**src/hdl/ipv4hx_pkg.sv**
```systemverilog
package ipv4hx_pkg;

  localparam int DEF_MAX_FRAME_BYTES = 16384;

  localparam int ETH_HDR_BYTES   = 14;
  localparam int WORD_BYTES      = 4;
  localparam int UDP_HDR_BYTES   = 8;
  localparam int MIN_IPV4_FRAME  = 34;
  localparam int TCP_MIN_L4      = 13;
  localparam int UDP_MIN_L4      = 6;

  localparam logic [7:0]  PROTO_TCP      = 8'd6;
  localparam logic [7:0]  PROTO_UDP      = 8'd17;
  localparam logic [15:0] ETHERTYPE_IPV4 = 16'h0800;

  localparam int CFG_IDX_W  = 3;
  localparam int CFG_DATA_W = 16;

  localparam logic [CFG_IDX_W-1:0] CFG_PASS_TCP          = 3'd0;
  localparam logic [CFG_IDX_W-1:0] CFG_PASS_UDP          = 3'd1;
  localparam logic [CFG_IDX_W-1:0] CFG_PORT_MATCH_ENABLE = 3'd2;
  localparam logic [CFG_IDX_W-1:0] CFG_MATCH_PORT        = 3'd3;
  localparam logic [CFG_IDX_W-1:0] CFG_PAYLOAD_ONLY      = 3'd4;

  typedef enum logic [2:0] {
    ST_TCP      = 3'd0,
    ST_UDP      = 3'd1,
    ST_FILTERED = 3'd2,
    ST_NOT_IPV4 = 3'd3,
    ST_OTHER    = 3'd4,
    ST_TRUNC    = 3'd5
  } status_t;

  typedef struct packed {
    logic [15:0] ether_kind;
    logic [3:0]  ip_header_words;
    logic [15:0] ip_total_length;
    logic [7:0]  ip_protocol;
    logic [31:0] source_address;
    logic [31:0] destination_address;
    logic [15:0] source_port;
    logic [15:0] destination_port;
    logic [3:0]  tcp_offset_words;
    logic [15:0] udp_total_length;
  } fields_t;

endpackage

```
**src/hdl/ipv4hx_in_if.sv**
```systemverilog
interface ipv4hx_in_if;
  logic       valid;
  logic       ready;
  logic [7:0] frame_byte;
  logic       is_last;

  modport source (output valid, output frame_byte, output is_last, input ready);
  modport sink (input valid, input frame_byte, input is_last, output ready);
endinterface

```
**src/hdl/ipv4hx_out_if.sv**
```systemverilog
interface ipv4hx_out_if;
  logic        valid;
  logic        ready;
  logic [2:0]  status;
  logic [31:0] source_address;
  logic [31:0] destination_address;
  logic [15:0] source_port;
  logic [15:0] destination_port;
  logic [13:0] view_offset;
  logic [15:0] view_length;
  logic        length_underflow;

  modport source (
    output valid, output status, output source_address, output destination_address,
    output source_port, output destination_port, output view_offset,
    output view_length, output length_underflow, input ready
  );
  modport sink (
    input valid, input status, input source_address, input destination_address,
    input source_port, input destination_port, input view_offset,
    input view_length, input length_underflow, output ready
  );
endinterface

```
**src/hdl/ipv4hx_cfg_if.sv**
```systemverilog
interface ipv4hx_cfg_if;
  logic                             valid;
  logic                             ready;
  logic [ipv4hx_pkg::CFG_IDX_W-1:0]  index;
  logic [ipv4hx_pkg::CFG_DATA_W-1:0] data;

  modport source (output valid, output index, output data, input ready);
  modport sink (input valid, input index, input data, output ready);
endinterface

```
**src/hdl/ipv4_tcp_udp_header_extractor_unit.sv**
```systemverilog
// Ethernet / IPv4 / TCP / UDP header extractor.
// in_ch carries one frame byte per transfer, with is_last on the final byte.
// out_ch carries one result per frame: status and, zero if rejected, the addresses,
// ports, view (payload offset/length if payload-only, else offset 0, frame length).
// cfg_ch writes the filter and view registers by index and is always ready; the
// user must write it only while no frame is in flight, which the block does not
// enforce. Unknown indexes are ignored. Pipeline: an input register, then the
// field capture and decision logic, then the result register. Throughput is one
// byte per cycle; the only stall point is the result register: a last byte waits
// in the input register while an earlier result is not taken, and the bytes before
// it keep flowing meanwhile.
// Bytes beyond MAX_FRAME_BYTES are dropped; the frame length saturates there.
// Reset (synchronous, rst_n low) empties the pipeline, clears the captured
// fields and loads the register defaults: TCP and UDP pass, no port match,
// whole-frame view.
module ipv4_tcp_udp_header_extractor_unit #(
  parameter int MAX_FRAME_BYTES = ipv4hx_pkg::DEF_MAX_FRAME_BYTES
) (
  input logic         clk,
  input logic         rst_n,
  ipv4hx_in_if.sink   in_ch,
  ipv4hx_out_if.source out_ch,
  ipv4hx_cfg_if.sink  cfg_ch
);

  localparam int PosW = $clog2(MAX_FRAME_BYTES + 1);
  localparam int CmpW = (PosW > 8) ? PosW : 8;

  // configuration
  logic        pass_tcp_r;
  logic        pass_udp_r;
  logic        port_match_enable_r;
  logic [15:0] match_port_r;
  logic        payload_only_r;

  // input register
  logic       in_valid_r;
  logic [7:0] in_byte_r;
  logic       in_last_r;
  logic       s1_go;
  logic       byte_en;
  logic       load;

  ipv4hx_pkg::fields_t f;
  logic [PosW-1:0]     len;

  // result register
  logic                out_valid_r;
  ipv4hx_pkg::status_t out_status_r;
  logic [31:0]         out_src_addr_r;
  logic [31:0]         out_dst_addr_r;
  logic [15:0]         out_src_port_r;
  logic [15:0]         out_dst_port_r;
  logic [13:0]         out_view_offset_r;
  logic [15:0]         out_view_length_r;
  logic                out_underflow_r;

  ipv4hx_pkg::status_t status_nxt;
  logic [13:0]         view_offset_nxt;
  logic [15:0]         view_length_nxt;
  logic                underflow_nxt;
  logic                is_tcp;
  logic [7:0]          l4;
  logic [7:0]          need;
  logic [7:0]          hdr;
  logic [7:0]          off;
  logic [15:0]         total;
  logic [16:0]         len_ext;
  logic                enabled;
  logic                port_ok;
  logic                accepted;

  // a last byte may only move on when the result register is free
  assign s1_go       = !in_last_r || !out_valid_r || out_ch.ready;
  assign in_ch.ready = !in_valid_r || s1_go;
  assign byte_en     = in_valid_r && s1_go;
  assign load        = byte_en && in_last_r;
  assign cfg_ch.ready = 1'b1;

  ipv4hx_capture #(
    .MAX_FRAME_BYTES(MAX_FRAME_BYTES)
  ) u_capture (
    .clk       (clk),
    .rst_n     (rst_n),
    .byte_en   (byte_en),
    .frame_byte(in_byte_r),
    .is_last   (in_last_r),
    .fields    (f),
    .frame_len (len)
  );

  always_comb begin
    is_tcp  = f.ip_protocol == ipv4hx_pkg::PROTO_TCP;
    l4      = 8'(ipv4hx_pkg::ETH_HDR_BYTES) + {2'b00, f.ip_header_words, 2'b00};
    need    = l4 + (is_tcp ? 8'(ipv4hx_pkg::TCP_MIN_L4) : 8'(ipv4hx_pkg::UDP_MIN_L4));
    enabled = is_tcp ? pass_tcp_r : pass_udp_r;
    port_ok = !port_match_enable_r || f.source_port == match_port_r ||
              f.destination_port == match_port_r;

    if (CmpW'(len) < CmpW'(ipv4hx_pkg::ETH_HDR_BYTES)) begin
      status_nxt = ipv4hx_pkg::ST_TRUNC;
    end else if (f.ether_kind != ipv4hx_pkg::ETHERTYPE_IPV4) begin
      status_nxt = ipv4hx_pkg::ST_NOT_IPV4;
    end else if (CmpW'(len) < CmpW'(ipv4hx_pkg::MIN_IPV4_FRAME)) begin
      status_nxt = ipv4hx_pkg::ST_TRUNC;
    end else if (f.ip_protocol != ipv4hx_pkg::PROTO_TCP &&
                 f.ip_protocol != ipv4hx_pkg::PROTO_UDP) begin
      status_nxt = ipv4hx_pkg::ST_OTHER;
    end else if (CmpW'(len) < CmpW'(need)) begin
      status_nxt = ipv4hx_pkg::ST_TRUNC;
    end else if (enabled && port_ok) begin
      status_nxt = is_tcp ? ipv4hx_pkg::ST_TCP : ipv4hx_pkg::ST_UDP;
    end else begin
      status_nxt = ipv4hx_pkg::ST_FILTERED;
    end
    accepted = status_nxt == ipv4hx_pkg::ST_TCP || status_nxt == ipv4hx_pkg::ST_UDP;

    if (is_tcp) begin
      hdr   = {2'b00, f.ip_header_words, 2'b00} + {2'b00, f.tcp_offset_words, 2'b00};
      total = f.ip_total_length;
      off   = 8'(ipv4hx_pkg::ETH_HDR_BYTES) + hdr;
    end else begin
      hdr   = 8'(ipv4hx_pkg::UDP_HDR_BYTES);
      total = f.udp_total_length;
      off   = l4 + 8'(ipv4hx_pkg::UDP_HDR_BYTES);
    end
    len_ext = 17'(len);

    view_offset_nxt = '0;
    view_length_nxt = '0;
    underflow_nxt   = 1'b0;
    if (accepted) begin
      if (payload_only_r) begin
        view_offset_nxt = 14'(off);
        if (total < 16'(hdr)) begin
          underflow_nxt = 1'b1;
        end else begin
          view_length_nxt = total - 16'(hdr);
        end
      end else begin
        view_length_nxt = (len_ext > 17'd65535) ? 16'hFFFF : len_ext[15:0];
      end
    end
  end

  always_ff @(posedge clk) begin
    if (!rst_n) begin
      pass_tcp_r          <= 1'b1;
      pass_udp_r          <= 1'b1;
      port_match_enable_r <= 1'b0;
      match_port_r        <= '0;
      payload_only_r      <= 1'b0;
      in_valid_r          <= 1'b0;
      out_valid_r         <= 1'b0;
    end else begin
      if (cfg_ch.valid) begin
        case (cfg_ch.index)
          ipv4hx_pkg::CFG_PASS_TCP:          pass_tcp_r <= cfg_ch.data[0];
          ipv4hx_pkg::CFG_PASS_UDP:          pass_udp_r <= cfg_ch.data[0];
          ipv4hx_pkg::CFG_PORT_MATCH_ENABLE: port_match_enable_r <= cfg_ch.data[0];
          ipv4hx_pkg::CFG_MATCH_PORT:        match_port_r <= cfg_ch.data[15:0];
          ipv4hx_pkg::CFG_PAYLOAD_ONLY:      payload_only_r <= cfg_ch.data[0];
          default: ;
        endcase
      end
      if (in_ch.ready) begin
        in_valid_r <= in_ch.valid;
      end
      if (load) begin
        out_valid_r <= 1'b1;
      end else if (out_ch.ready) begin
        out_valid_r <= 1'b0;
      end
    end
  end

  always_ff @(posedge clk) begin
    if (in_ch.ready && in_ch.valid) begin
      in_byte_r <= in_ch.frame_byte;
      in_last_r <= in_ch.is_last;
    end
    if (load) begin
      out_status_r      <= status_nxt;
      out_src_addr_r    <= accepted ? f.source_address : '0;
      out_dst_addr_r    <= accepted ? f.destination_address : '0;
      out_src_port_r    <= accepted ? f.source_port : '0;
      out_dst_port_r    <= accepted ? f.destination_port : '0;
      out_view_offset_r <= view_offset_nxt;
      out_view_length_r <= view_length_nxt;
      out_underflow_r   <= underflow_nxt;
    end
  end

  assign out_ch.valid               = out_valid_r;
  assign out_ch.status              = out_status_r;
  assign out_ch.source_address      = out_src_addr_r;
  assign out_ch.destination_address = out_dst_addr_r;
  assign out_ch.source_port         = out_src_port_r;
  assign out_ch.destination_port    = out_dst_port_r;
  assign out_ch.view_offset         = out_view_offset_r;
  assign out_ch.view_length         = out_view_length_r;
  assign out_ch.length_underflow    = out_underflow_r;

  a_reject_zero: assert property (@(posedge clk) disable iff (!rst_n)
    out_valid_r && (out_status_r == ipv4hx_pkg::ST_FILTERED ||
      out_status_r == ipv4hx_pkg::ST_NOT_IPV4 || out_status_r == ipv4hx_pkg::ST_OTHER ||
      out_status_r == ipv4hx_pkg::ST_TRUNC)
    |-> out_src_addr_r == '0 && out_dst_addr_r == '0 && out_src_port_r == '0 &&
        out_dst_port_r == '0 && out_view_offset_r == '0 && out_view_length_r == '0 &&
        !out_underflow_r)
    else $error("rejected frame carries nonzero result fields");

  a_underflow_view: assert property (@(posedge clk) disable iff (!rst_n)
    out_valid_r && out_underflow_r |-> out_view_length_r == '0 && payload_only_r)
    else $error("underflow without clamped payload view");

  a_frame_view: assert property (@(posedge clk) disable iff (!rst_n)
    out_valid_r && !payload_only_r &&
    (out_status_r == ipv4hx_pkg::ST_TCP || out_status_r == ipv4hx_pkg::ST_UDP)
    |-> out_view_offset_r == '0)
    else $error("whole-frame view with nonzero offset");

  a_last_stall: assert property (@(posedge clk) disable iff (!rst_n)
    in_valid_r && in_last_r && out_valid_r && !out_ch.ready |-> !in_ch.ready && !load)
    else $error("last byte moved while result register is full");

  a_result_source: assert property (@(posedge clk) disable iff (!rst_n)
    $rose(out_valid_r) |-> $past(in_valid_r && in_last_r))
    else $error("result appeared without a last byte");

endmodule

```
**src/hdl/ipv4hx_capture.sv**
```systemverilog
module ipv4hx_capture #(
  parameter int MAX_FRAME_BYTES = ipv4hx_pkg::DEF_MAX_FRAME_BYTES,
  localparam int PosW = $clog2(MAX_FRAME_BYTES + 1)
) (
  input  logic                clk,
  input  logic                rst_n,
  input  logic                byte_en,
  input  logic [7:0]          frame_byte,
  input  logic                is_last,
  output ipv4hx_pkg::fields_t fields,
  output logic [PosW-1:0]     frame_len
);

  ipv4hx_pkg::fields_t cur_r;
  ipv4hx_pkg::fields_t cur_nxt;
  logic [PosW-1:0]     pos_r;
  logic [PosW-1:0]     pos_nxt;
  logic                in_range;
  logic [3:0]          hw_eff;
  logic [7:0]          l4;
  logic                at_l4;
  logic [PosW-1:0]     rel;

  always_comb begin
    in_range = pos_r < PosW'(MAX_FRAME_BYTES);
    pos_nxt  = in_range ? pos_r + PosW'(1) : pos_r;
    // header length byte takes effect for the transport offset of the same byte
    hw_eff   = (pos_r == PosW'(14)) ? frame_byte[3:0] : cur_r.ip_header_words;
    l4       = 8'(ipv4hx_pkg::ETH_HDR_BYTES) + {2'b00, hw_eff, 2'b00};
    at_l4    = pos_r >= PosW'(l4);
    rel      = pos_r - PosW'(l4);
    cur_nxt  = cur_r;
    if (in_range) begin
      if (pos_r == PosW'(12) || pos_r == PosW'(13)) begin
        cur_nxt.ether_kind = {cur_r.ether_kind[7:0], frame_byte};
      end
      if (pos_r == PosW'(14)) begin
        cur_nxt.ip_header_words = frame_byte[3:0];
      end
      if (pos_r == PosW'(16) || pos_r == PosW'(17)) begin
        cur_nxt.ip_total_length = {cur_r.ip_total_length[7:0], frame_byte};
      end
      if (pos_r == PosW'(23)) begin
        cur_nxt.ip_protocol = frame_byte;
      end
      if (pos_r >= PosW'(26) && pos_r <= PosW'(29)) begin
        cur_nxt.source_address = {cur_r.source_address[23:0], frame_byte};
      end
      if (pos_r >= PosW'(30) && pos_r <= PosW'(33)) begin
        cur_nxt.destination_address = {cur_r.destination_address[23:0], frame_byte};
      end
      if (at_l4) begin
        if (rel == PosW'(0) || rel == PosW'(1)) begin
          cur_nxt.source_port = {cur_r.source_port[7:0], frame_byte};
        end
        if (rel == PosW'(2) || rel == PosW'(3)) begin
          cur_nxt.destination_port = {cur_r.destination_port[7:0], frame_byte};
        end
        if (rel == PosW'(4) || rel == PosW'(5)) begin
          cur_nxt.udp_total_length = {cur_r.udp_total_length[7:0], frame_byte};
        end
        if (rel == PosW'(12)) begin
          cur_nxt.tcp_offset_words = frame_byte[7:4];
        end
      end
    end
  end

  always_ff @(posedge clk) begin
    if (!rst_n) begin
      cur_r <= '0;
      pos_r <= '0;
    end else if (byte_en) begin
      if (is_last) begin
        cur_r <= '0;
        pos_r <= '0;
      end else begin
        cur_r <= cur_nxt;
        pos_r <= pos_nxt;
      end
    end
  end

  assign fields    = cur_nxt;
  assign frame_len = pos_nxt;

endmodule
```
**src/flat_wrapper.sv**
```systemverilog
// flat-port wrapper written by rule: the top's interface ports become plain ports
module ipv4_tcp_udp_header_extractor_unit_flat 
#(
  parameter int MAX_FRAME_BYTES = ipv4hx_pkg::DEF_MAX_FRAME_BYTES
)
  (clk, rst_n, in_ch_valid, in_ch_frame_byte, in_ch_is_last, in_ch_ready, out_ch_valid, out_ch_status, out_ch_source_address, out_ch_destination_address, out_ch_source_port, out_ch_destination_port, out_ch_view_offset, out_ch_view_length, out_ch_length_underflow, out_ch_ready, cfg_ch_valid, cfg_ch_index, cfg_ch_data, cfg_ch_ready);
  ipv4hx_in_if in_ch_i ();
  ipv4hx_out_if out_ch_i ();
  ipv4hx_cfg_if cfg_ch_i ();
  input logic clk;
  input logic rst_n;
  input wire logic [$bits(in_ch_i.valid)-1:0] in_ch_valid;
  input wire logic [$bits(in_ch_i.frame_byte)-1:0] in_ch_frame_byte;
  input wire logic [$bits(in_ch_i.is_last)-1:0] in_ch_is_last;
  output wire logic [$bits(in_ch_i.ready)-1:0] in_ch_ready;
  output wire logic [$bits(out_ch_i.valid)-1:0] out_ch_valid;
  output wire logic [$bits(out_ch_i.status)-1:0] out_ch_status;
  output wire logic [$bits(out_ch_i.source_address)-1:0] out_ch_source_address;
  output wire logic [$bits(out_ch_i.destination_address)-1:0] out_ch_destination_address;
  output wire logic [$bits(out_ch_i.source_port)-1:0] out_ch_source_port;
  output wire logic [$bits(out_ch_i.destination_port)-1:0] out_ch_destination_port;
  output wire logic [$bits(out_ch_i.view_offset)-1:0] out_ch_view_offset;
  output wire logic [$bits(out_ch_i.view_length)-1:0] out_ch_view_length;
  output wire logic [$bits(out_ch_i.length_underflow)-1:0] out_ch_length_underflow;
  input wire logic [$bits(out_ch_i.ready)-1:0] out_ch_ready;
  input wire logic [$bits(cfg_ch_i.valid)-1:0] cfg_ch_valid;
  input wire logic [$bits(cfg_ch_i.index)-1:0] cfg_ch_index;
  input wire logic [$bits(cfg_ch_i.data)-1:0] cfg_ch_data;
  output wire logic [$bits(cfg_ch_i.ready)-1:0] cfg_ch_ready;
  assign in_ch_i.valid = in_ch_valid;
  assign in_ch_i.frame_byte = in_ch_frame_byte;
  assign in_ch_i.is_last = in_ch_is_last;
  assign in_ch_ready = in_ch_i.ready;
  assign out_ch_valid = out_ch_i.valid;
  assign out_ch_status = out_ch_i.status;
  assign out_ch_source_address = out_ch_i.source_address;
  assign out_ch_destination_address = out_ch_i.destination_address;
  assign out_ch_source_port = out_ch_i.source_port;
  assign out_ch_destination_port = out_ch_i.destination_port;
  assign out_ch_view_offset = out_ch_i.view_offset;
  assign out_ch_view_length = out_ch_i.view_length;
  assign out_ch_length_underflow = out_ch_i.length_underflow;
  assign out_ch_i.ready = out_ch_ready;
  assign cfg_ch_i.valid = cfg_ch_valid;
  assign cfg_ch_i.index = cfg_ch_index;
  assign cfg_ch_i.data = cfg_ch_data;
  assign cfg_ch_ready = cfg_ch_i.ready;
  ipv4_tcp_udp_header_extractor_unit #(.MAX_FRAME_BYTES(MAX_FRAME_BYTES)) u_core (.clk(clk), .rst_n(rst_n), .in_ch(in_ch_i), .out_ch(out_ch_i), .cfg_ch(cfg_ch_i));
endmodule
```
**config.mk**
```make
export PLATFORM = sky130hd
export DESIGN_NAME = ipv4_tcp_udp_header_extractor_unit_flat
export DESIGN_NICKNAME = d
export VERILOG_FILES = /design/src/hdl/ipv4hx_pkg.sv /design/src/hdl/ipv4hx_in_if.sv /design/src/hdl/ipv4hx_out_if.sv /design/src/hdl/ipv4hx_cfg_if.sv /design/src/hdl/ipv4_tcp_udp_header_extractor_unit.sv /design/src/hdl/ipv4hx_capture.sv /design/src/flat_wrapper.sv
export SDC_FILE = /design/constraint.sdc
export NUM_CORES = 1
export LEC_CHECK = 0
export BUFFER_PORTS_ARGS = -buffer_cell sky130_fd_sc_hd__buf_2
export CORE_MARGIN = 2
export CORE_UTILIZATION = 45
export DETAILED_ROUTE_END_ITERATION = 8
export SYNTH_ARGS = -nofsm -noshare
export SYNTH_HDL_FRONTEND = slang
export SYNTH_SLANG_ARGS = --single-unit
```
**constraint.sdc**
```tcl
create_clock -name clk -period 10.3 [get_ports clk]
set_input_delay 2.06 -clock clk [delete_from_list [all_inputs] [get_ports clk]]
set_output_delay 2.06 -clock clk [all_outputs]
set_load 0.01 [all_outputs]
```
# [Yosys cells after proc, flatten, opt, wreduce, memory -nomap -nowiden]
# Cells that the tools add are included.
[totals] wordCells=139 out_inout_bits=133 in_bits=33 regBits=336
[classes] eq_ne=23 addsub=9 n_mux=32 n_reduce_logical=33 order_cmp=10 bitwise_logic=2
[op_table] cell="$mux 160" count=2
[op_table] cell="$mux 16" count=6
[op_table] cell="$mux 32" count=2
[op_table] cell="$eq 15x4->1 const B" count=4
[op_table] cell="$mux 15" count=4
[op_table] cell="$mux 52" count=1
[op_table] cell="$eq 15x5->1 const B" count=3
[op_table] cell="$eq 16x16->1" count=2
[op_table] cell="$eq 15x2->1 const B" count=2
[op_table] cell="$eq 15x3->1 const B" count=2
[op_table] cell="$ge 15x5->1 const B" count=2
[op_table] cell="$mux 8" count=3
[op_table] cell="$mux 3" count=6
[op_table] cell="$lt 16x8->1" count=1
[op_table] cell="$ne 16x12->1 const B" count=1
[op_table] cell="$sub 16x8->16" count=1
[op_table] cell="$add 15x1->15 const B" count=1
[op_table] cell="$eq 15x1->1 const B" count=1
[op_table] cell="$ge 15x7->1" count=1
[op_table] cell="$le 15x5->1 const B" count=1
[op_table] cell="$le 15x6->1 const B" count=1
[op_table] cell="$logic_not 15->1" count=1
[op_table] cell="$lt 15x15->1 const B" count=1
[op_table] cell="$lt 15x4->1 const B" count=1
[op_table] cell="other kinds (24)" count=59

# [Longest topological paths before layout]
[depth] word_depth=23 ltp_mapped=31 mapped_depth_nobuf=30

# [By module]
# Synthesis repeated with hierarchy kept, for this count alone.
[hier_totals] hier_cells=1852 hier_area_um2=18258.8
[by_module_without_submodules] mod="ipv4hx_capture" area_each_um2=10555.1 cells_each=1197 n_inst=1 seq_area_each_um2=3503.4
[by_module_without_submodules] mod="ipv4_tcp_udp_header_extractor_unit" area_each_um2=7703.6 cells_each=655 n_inst=1 seq_area_each_um2=4404.2

# [Worst setup path before layout]
# OpenSTA, ideal clock, no wires.
[synth_timing] path_type="register -> register" start="reg u_core.u_capture.pos_r[9]" end="reg u_core.out_view_length_r[13], in the netlist u_core.out_ch.view_length[13], data pin" path_buffers=1 arrival_time_ps=7724 synth_period_minus_slack_ps=7914 path_stages_with_launch=30 required_ps=10110 path_slack_ps=2386 setup_ps=190 path_cell_list="dfxtp_1 -> clkbuf_1 -> or4_4 -> nor4_4 -> nand4_1 -> mux2i_1 -> a21oi_1 -> xnor2_1 -> inv_1 -> ha_1 -> nand2_1 -> or3_1 -> a22o_1 -> nor4b_2 -> nand4_1 -> mux2_2 -> ha_1 -> fa_1 -> xnor2_1 -> or2_2 -> ha_1 -> o21ai_0 -> nand2b_1 -> and2_1 -> o21ai_0 -> nand2b_1 -> nor4_2 -> nand3b_1 -> xor2_1 -> a2111oi_2"
[synth_between] elab_chain_len=21 word_cells_on_any_way=68 classes_between="add/sub: 7; order compare: 6; eq/ne: 19; mux: 24; reduce/logical: 12"
[synth_rtl] element="start, declared" line_no="ipv4hx_capture.sv:16" source="logic [PosW-1:0] pos_r;"
[synth_rtl] element="start signal, assigned" line_no="ipv4hx_capture.sv:79" source="pos_r <= pos_nxt;"
[synth_rtl] element="branches (longest 21 deep; another with $sub 16x8->16)"
[synth_rtl] element="end signal, assigned" line_no="ipv4_tcp_udp_header_extractor_unit.sv:189" source="out_view_length_r <= view_length_nxt;"
[synth_rtl] element="end, declared" line_no="ipv4_tcp_udp_header_extractor_unit.sv:55" source="logic [15:0] out_view_length_r;"
# Parallel ways; which one is timed is not known.
# A chain may end at the register's enable or synchronous reset.

# [Final worst setup path]
[layout_timing] start="reg u_core.u_capture.pos_r[7]" end="reg u_core.out_view_length_r[9], in the netlist u_core.out_ch.view_length[9], data pin"
# Same word-level chain as after synthesis.

==> results.tsv <==
metric	value	unit
start_util	45.56	%
dieArea	0.03853	mm^2
hold_start	u_core.pass_udp_r$_SDFFE_PN1P_	
die_x	196.3	um
syn_area_per_cell	9.466	um^2
gp_congestion	0.9258	
peakVddDrop	0.09867	mV
finClkSkew	9.251	ps
finalNetCount	1904	
clk_pin_slew	60	ps
rsz0062_at_grt	no	
rrSetupSlack	1340	ps
power_density	145.6	mW/mm^2
num_rows	70	
synth-edff-count	132	
max_stage_delay	730	ps
worstHoldPathCells	2	
ctsResizeCount	0	
ant_nets	0	
dr.first_iter.drc_count	1032	
overflow	0	
synth_cells	1758	
r2r-end	u_core.out_ch.view_length[9]$_SDFFCE_PN0P_	
p_leak	6.908	nW
cp_slowest_cell	mux2i_1	
setup_viol	0	
cp.required	10560	ps
ys_ff_latch	329	
synth.distinct_cells	81	
period_needed	8963	ps
die_h	196.3	um
crit-reg2reg-launch	u_core.u_capture.pos_r[7]$_SDFFE_PN0P_	
root_buffer	clkbuf_16	
hold_buffers	0	
drive_gt1_share	14.70	%
port_buffers	157	
grt_pass1_wl	73.01	mm
synthesis.area	0.01664	mm^2
reg2regPathDepth	28	
grt_pass1_vias	12360	
cpMostUsedCell	ha_1	
antenna_cells	0	
vias_per_cell	5.667	
cts_buffer_depth	3	
vias	13220	
status	finished, final reports clean	
io_pins	166	
area_delta_synth_final	12.99	%
cts_setup_buffers	0	
start_kind	flip-flop	
synth-main-ff-cell	dfxtp_1	
antenna_found_initial	1	
hold_viol	0	
wirelength	47.47	mm
wl_per_cell	20.36	um
power.total	2.737	mW
grt_use_total	24.28	%
cts_tree	done	
critPathKind	flip-flop to flip-flop	
cts_sinks	329	
hp-class	flip-flop to flip-flop	
min_to	u_core.pass_udp_r$_SDFFE_PN1P_	
worstMarginPinSlew	1154	ps
min_period_over_period	87.01	%
drtPass1Iterations	7	
ys_warn_count	0	
finalMaxSlewViolations	0	
fmax	0.1116	GHz
cts_max_level	2	
synthArstFlopShare	0	%
cp-end-kind	flip-flop	
yosysSeqAreaShare	47.52	%
max-slew-margin-rel	22.78	%
arrival	9230	ps
coreArea	0.03652	mm^2
setup_tns	0	ps
hpwl	32.23	mm
grt_max_degree	117	
numCtsBuffers	36	
clock_latency	540	ps
max_cap_viol_count	0	
cp_max_fo	13	
drc_errors	0	
==> flip-flops by register name (all words and copies together), names as in the netlist <==
register and cells:
u_core.in_valid_r 1, u_core.in_byte_r 8, u_core.pass_udp_r 1, u_core.out_ch.source_address 32
u_core.match_port_r 16, u_core.in_last_r 1, u_core.out_ch.valid 1, u_core.pass_tcp_r 1
u_core.out_ch.destination_address 32, u_core.out_ch.view_length 16, u_core.payload_only_r 1, u_core.out_ch.source_port 16
u_core.out_ch.destination_port 16, u_core.u_capture.pos_r 15, u_core.port_match_enable_r 1, u_core.out_ch.length_underflow 1
u_core.u_capture.cur_r 160, u_core.out_ch.view_offset 7, u_core.out_ch.status 3
==> critical path, delay by kind of cell, from the launching register on <==
kind	cells	cell delay, ps
xor gates and xnor gates	2	540
adders and majority gates	4	1390
DFF	1	460
AOI/OAI and AO/OA	6	1170
and+or+nand+nor	12	3740
muxes	2	1110
buffers and inverters	2	290
==> cell usage in the layout, fill, tap and decap left out, drive strengths merged, types with 54 or more instances in the layout <==
cell type	instances
a21oi	97
nor2	105
edfxtp	132
clkbuf	54
nor2b	175
nand2	217
mux2i	54
buf	185
dfxtp	197
o21ai	57
a22oi	151
==> per-layer routing <==
layer  vias to the layer above  track usage (%)  part of all wire [%]
met2                       380            39.77                    47
li1                       6353                -                     -
met3                        71            3.748                   4.7
met5                         -                0                 0.019
met1                      6409            33.56                    46
met4                         2            6.397                   2.2
==> per-stage QoR <==
step / util (%) / hold WS (ps) / area [um^2] / worst slack [ps] / std cells
after floorplan: - / 444.4 / 16670 / 2386 / 1765
after global routing: 51.48 / 540.1 / 18800 / 589.8 / 2332
after CTS: 51.48 / 510.9 / 18800 / 1341 / 2332
final: 51.48 / 509.6 / 18800 / 1338 / 2332
after global placement: 48.32 / 490.6 / 17650 / 1505 / 2267
after detailed placement: 48.32 / 494.9 / 17650 / 1358 / 2267
==> cell usage after synthesis, types with 24 or more instances <==
cell / n / area [um^2]
clkbuf_1: 119 / 446.7
nand3_1: 30 / 150.1
edfxtp_1: 132 / 3964
a21oi_1: 97 / 485.5
nor2_1: 104 / 390.4
ha_1: 31 / 387.9
xnor2_1: 35 / 306.5
a22oi_1: 151 / 1134
nor2b_1: 175 / 1095
o21ai_0: 43 / 215.2
nand2_1: 217 / 814.5
dfxtp_1: 197 / 3944
mux2i_1: 54 / 540.5
a21boi_0: 24 / 180.2
and2_1: 31 / 193.9
xor2_1: 53 / 464.2
inv_1: 31 / 116.4
==> cells by family (layout without fill, tap and decap cells) <==
| kind of cell | Yosys count | count (layout) | share of synthesized area [%] |
|---|---|---|---|
| other cells | 2 | 9 | 0.04513 |
| flops | 329 | 329 | 47.52 |
| compound gates | 407 | 407 | 16.56 |
| buf+inv | 183 | 282 | 4.564 |
| fa+ha+maj | 34 | 34 | 2.692 |
| xor+xnor | 88 | 88 | 4.632 |
| simple gates | 655 | 655 | 20.33 |
| mux | 60 | 60 | 3.654 |
==> final cells by class <==
type / instances / area, um^2
Tap cell: 468 / 585.6
Inverter: 32 / 120.1
Multi-Input combinational cell: 1253 / 8033
Clock buffer: 54 / 1060
Fill cell: 3375 / 17720
Timing Repair Buffer: 185 / 1002
Sequential cell: 329 / 7908
Clock inverter: 11 / 93.84
==> report_power, final <==
| part | switching [mW] | internal, mW |
|---|---|---|
| logic | 0.0762 | 0.0325 |
| clock network | 0.528 | 0.739 |
| registers | 0.00517 | 1.36 |
==> worst max-delay path by stage <==
stage / slack (ps) / cells after the start / startpoint / end
finish: 1340 / 28 / u_core.u_capture.pos_r[7]$_SDFFE_PN0P_ / u_core.out_ch.view_length[9]$_SDFFCE_PN0P_
floorplan: 2390 / 29 / u_core.u_capture.pos_r[9]$_SDFFE_PN0P_ / u_core.out_ch.view_length[13]$_SDFFCE_PN0P_
CTS: 1340 / 29 / u_core.u_capture.pos_r[7]$_SDFFE_PN0P_ / u_core.out_ch.view_length[13]$_SDFFCE_PN0P_
detailed placement: 1360 / 28 / u_core.u_capture.pos_r[7]$_SDFFE_PN0P_ / u_core.out_ch.view_length[9]$_SDFFCE_PN0P_
global route: 590 / 28 / u_core.u_capture.pos_r[7]$_SDFFE_PN0P_ / u_core.out_ch.view_length[9]$_SDFFCE_PN0P_
global placement: 1510 / 28 / u_core.u_capture.pos_r[7]$_SDFFE_PN0P_ / u_core.out_ch.view_length[9]$_SDFFCE_PN0P_
Power figures use the tool's default switching activity.
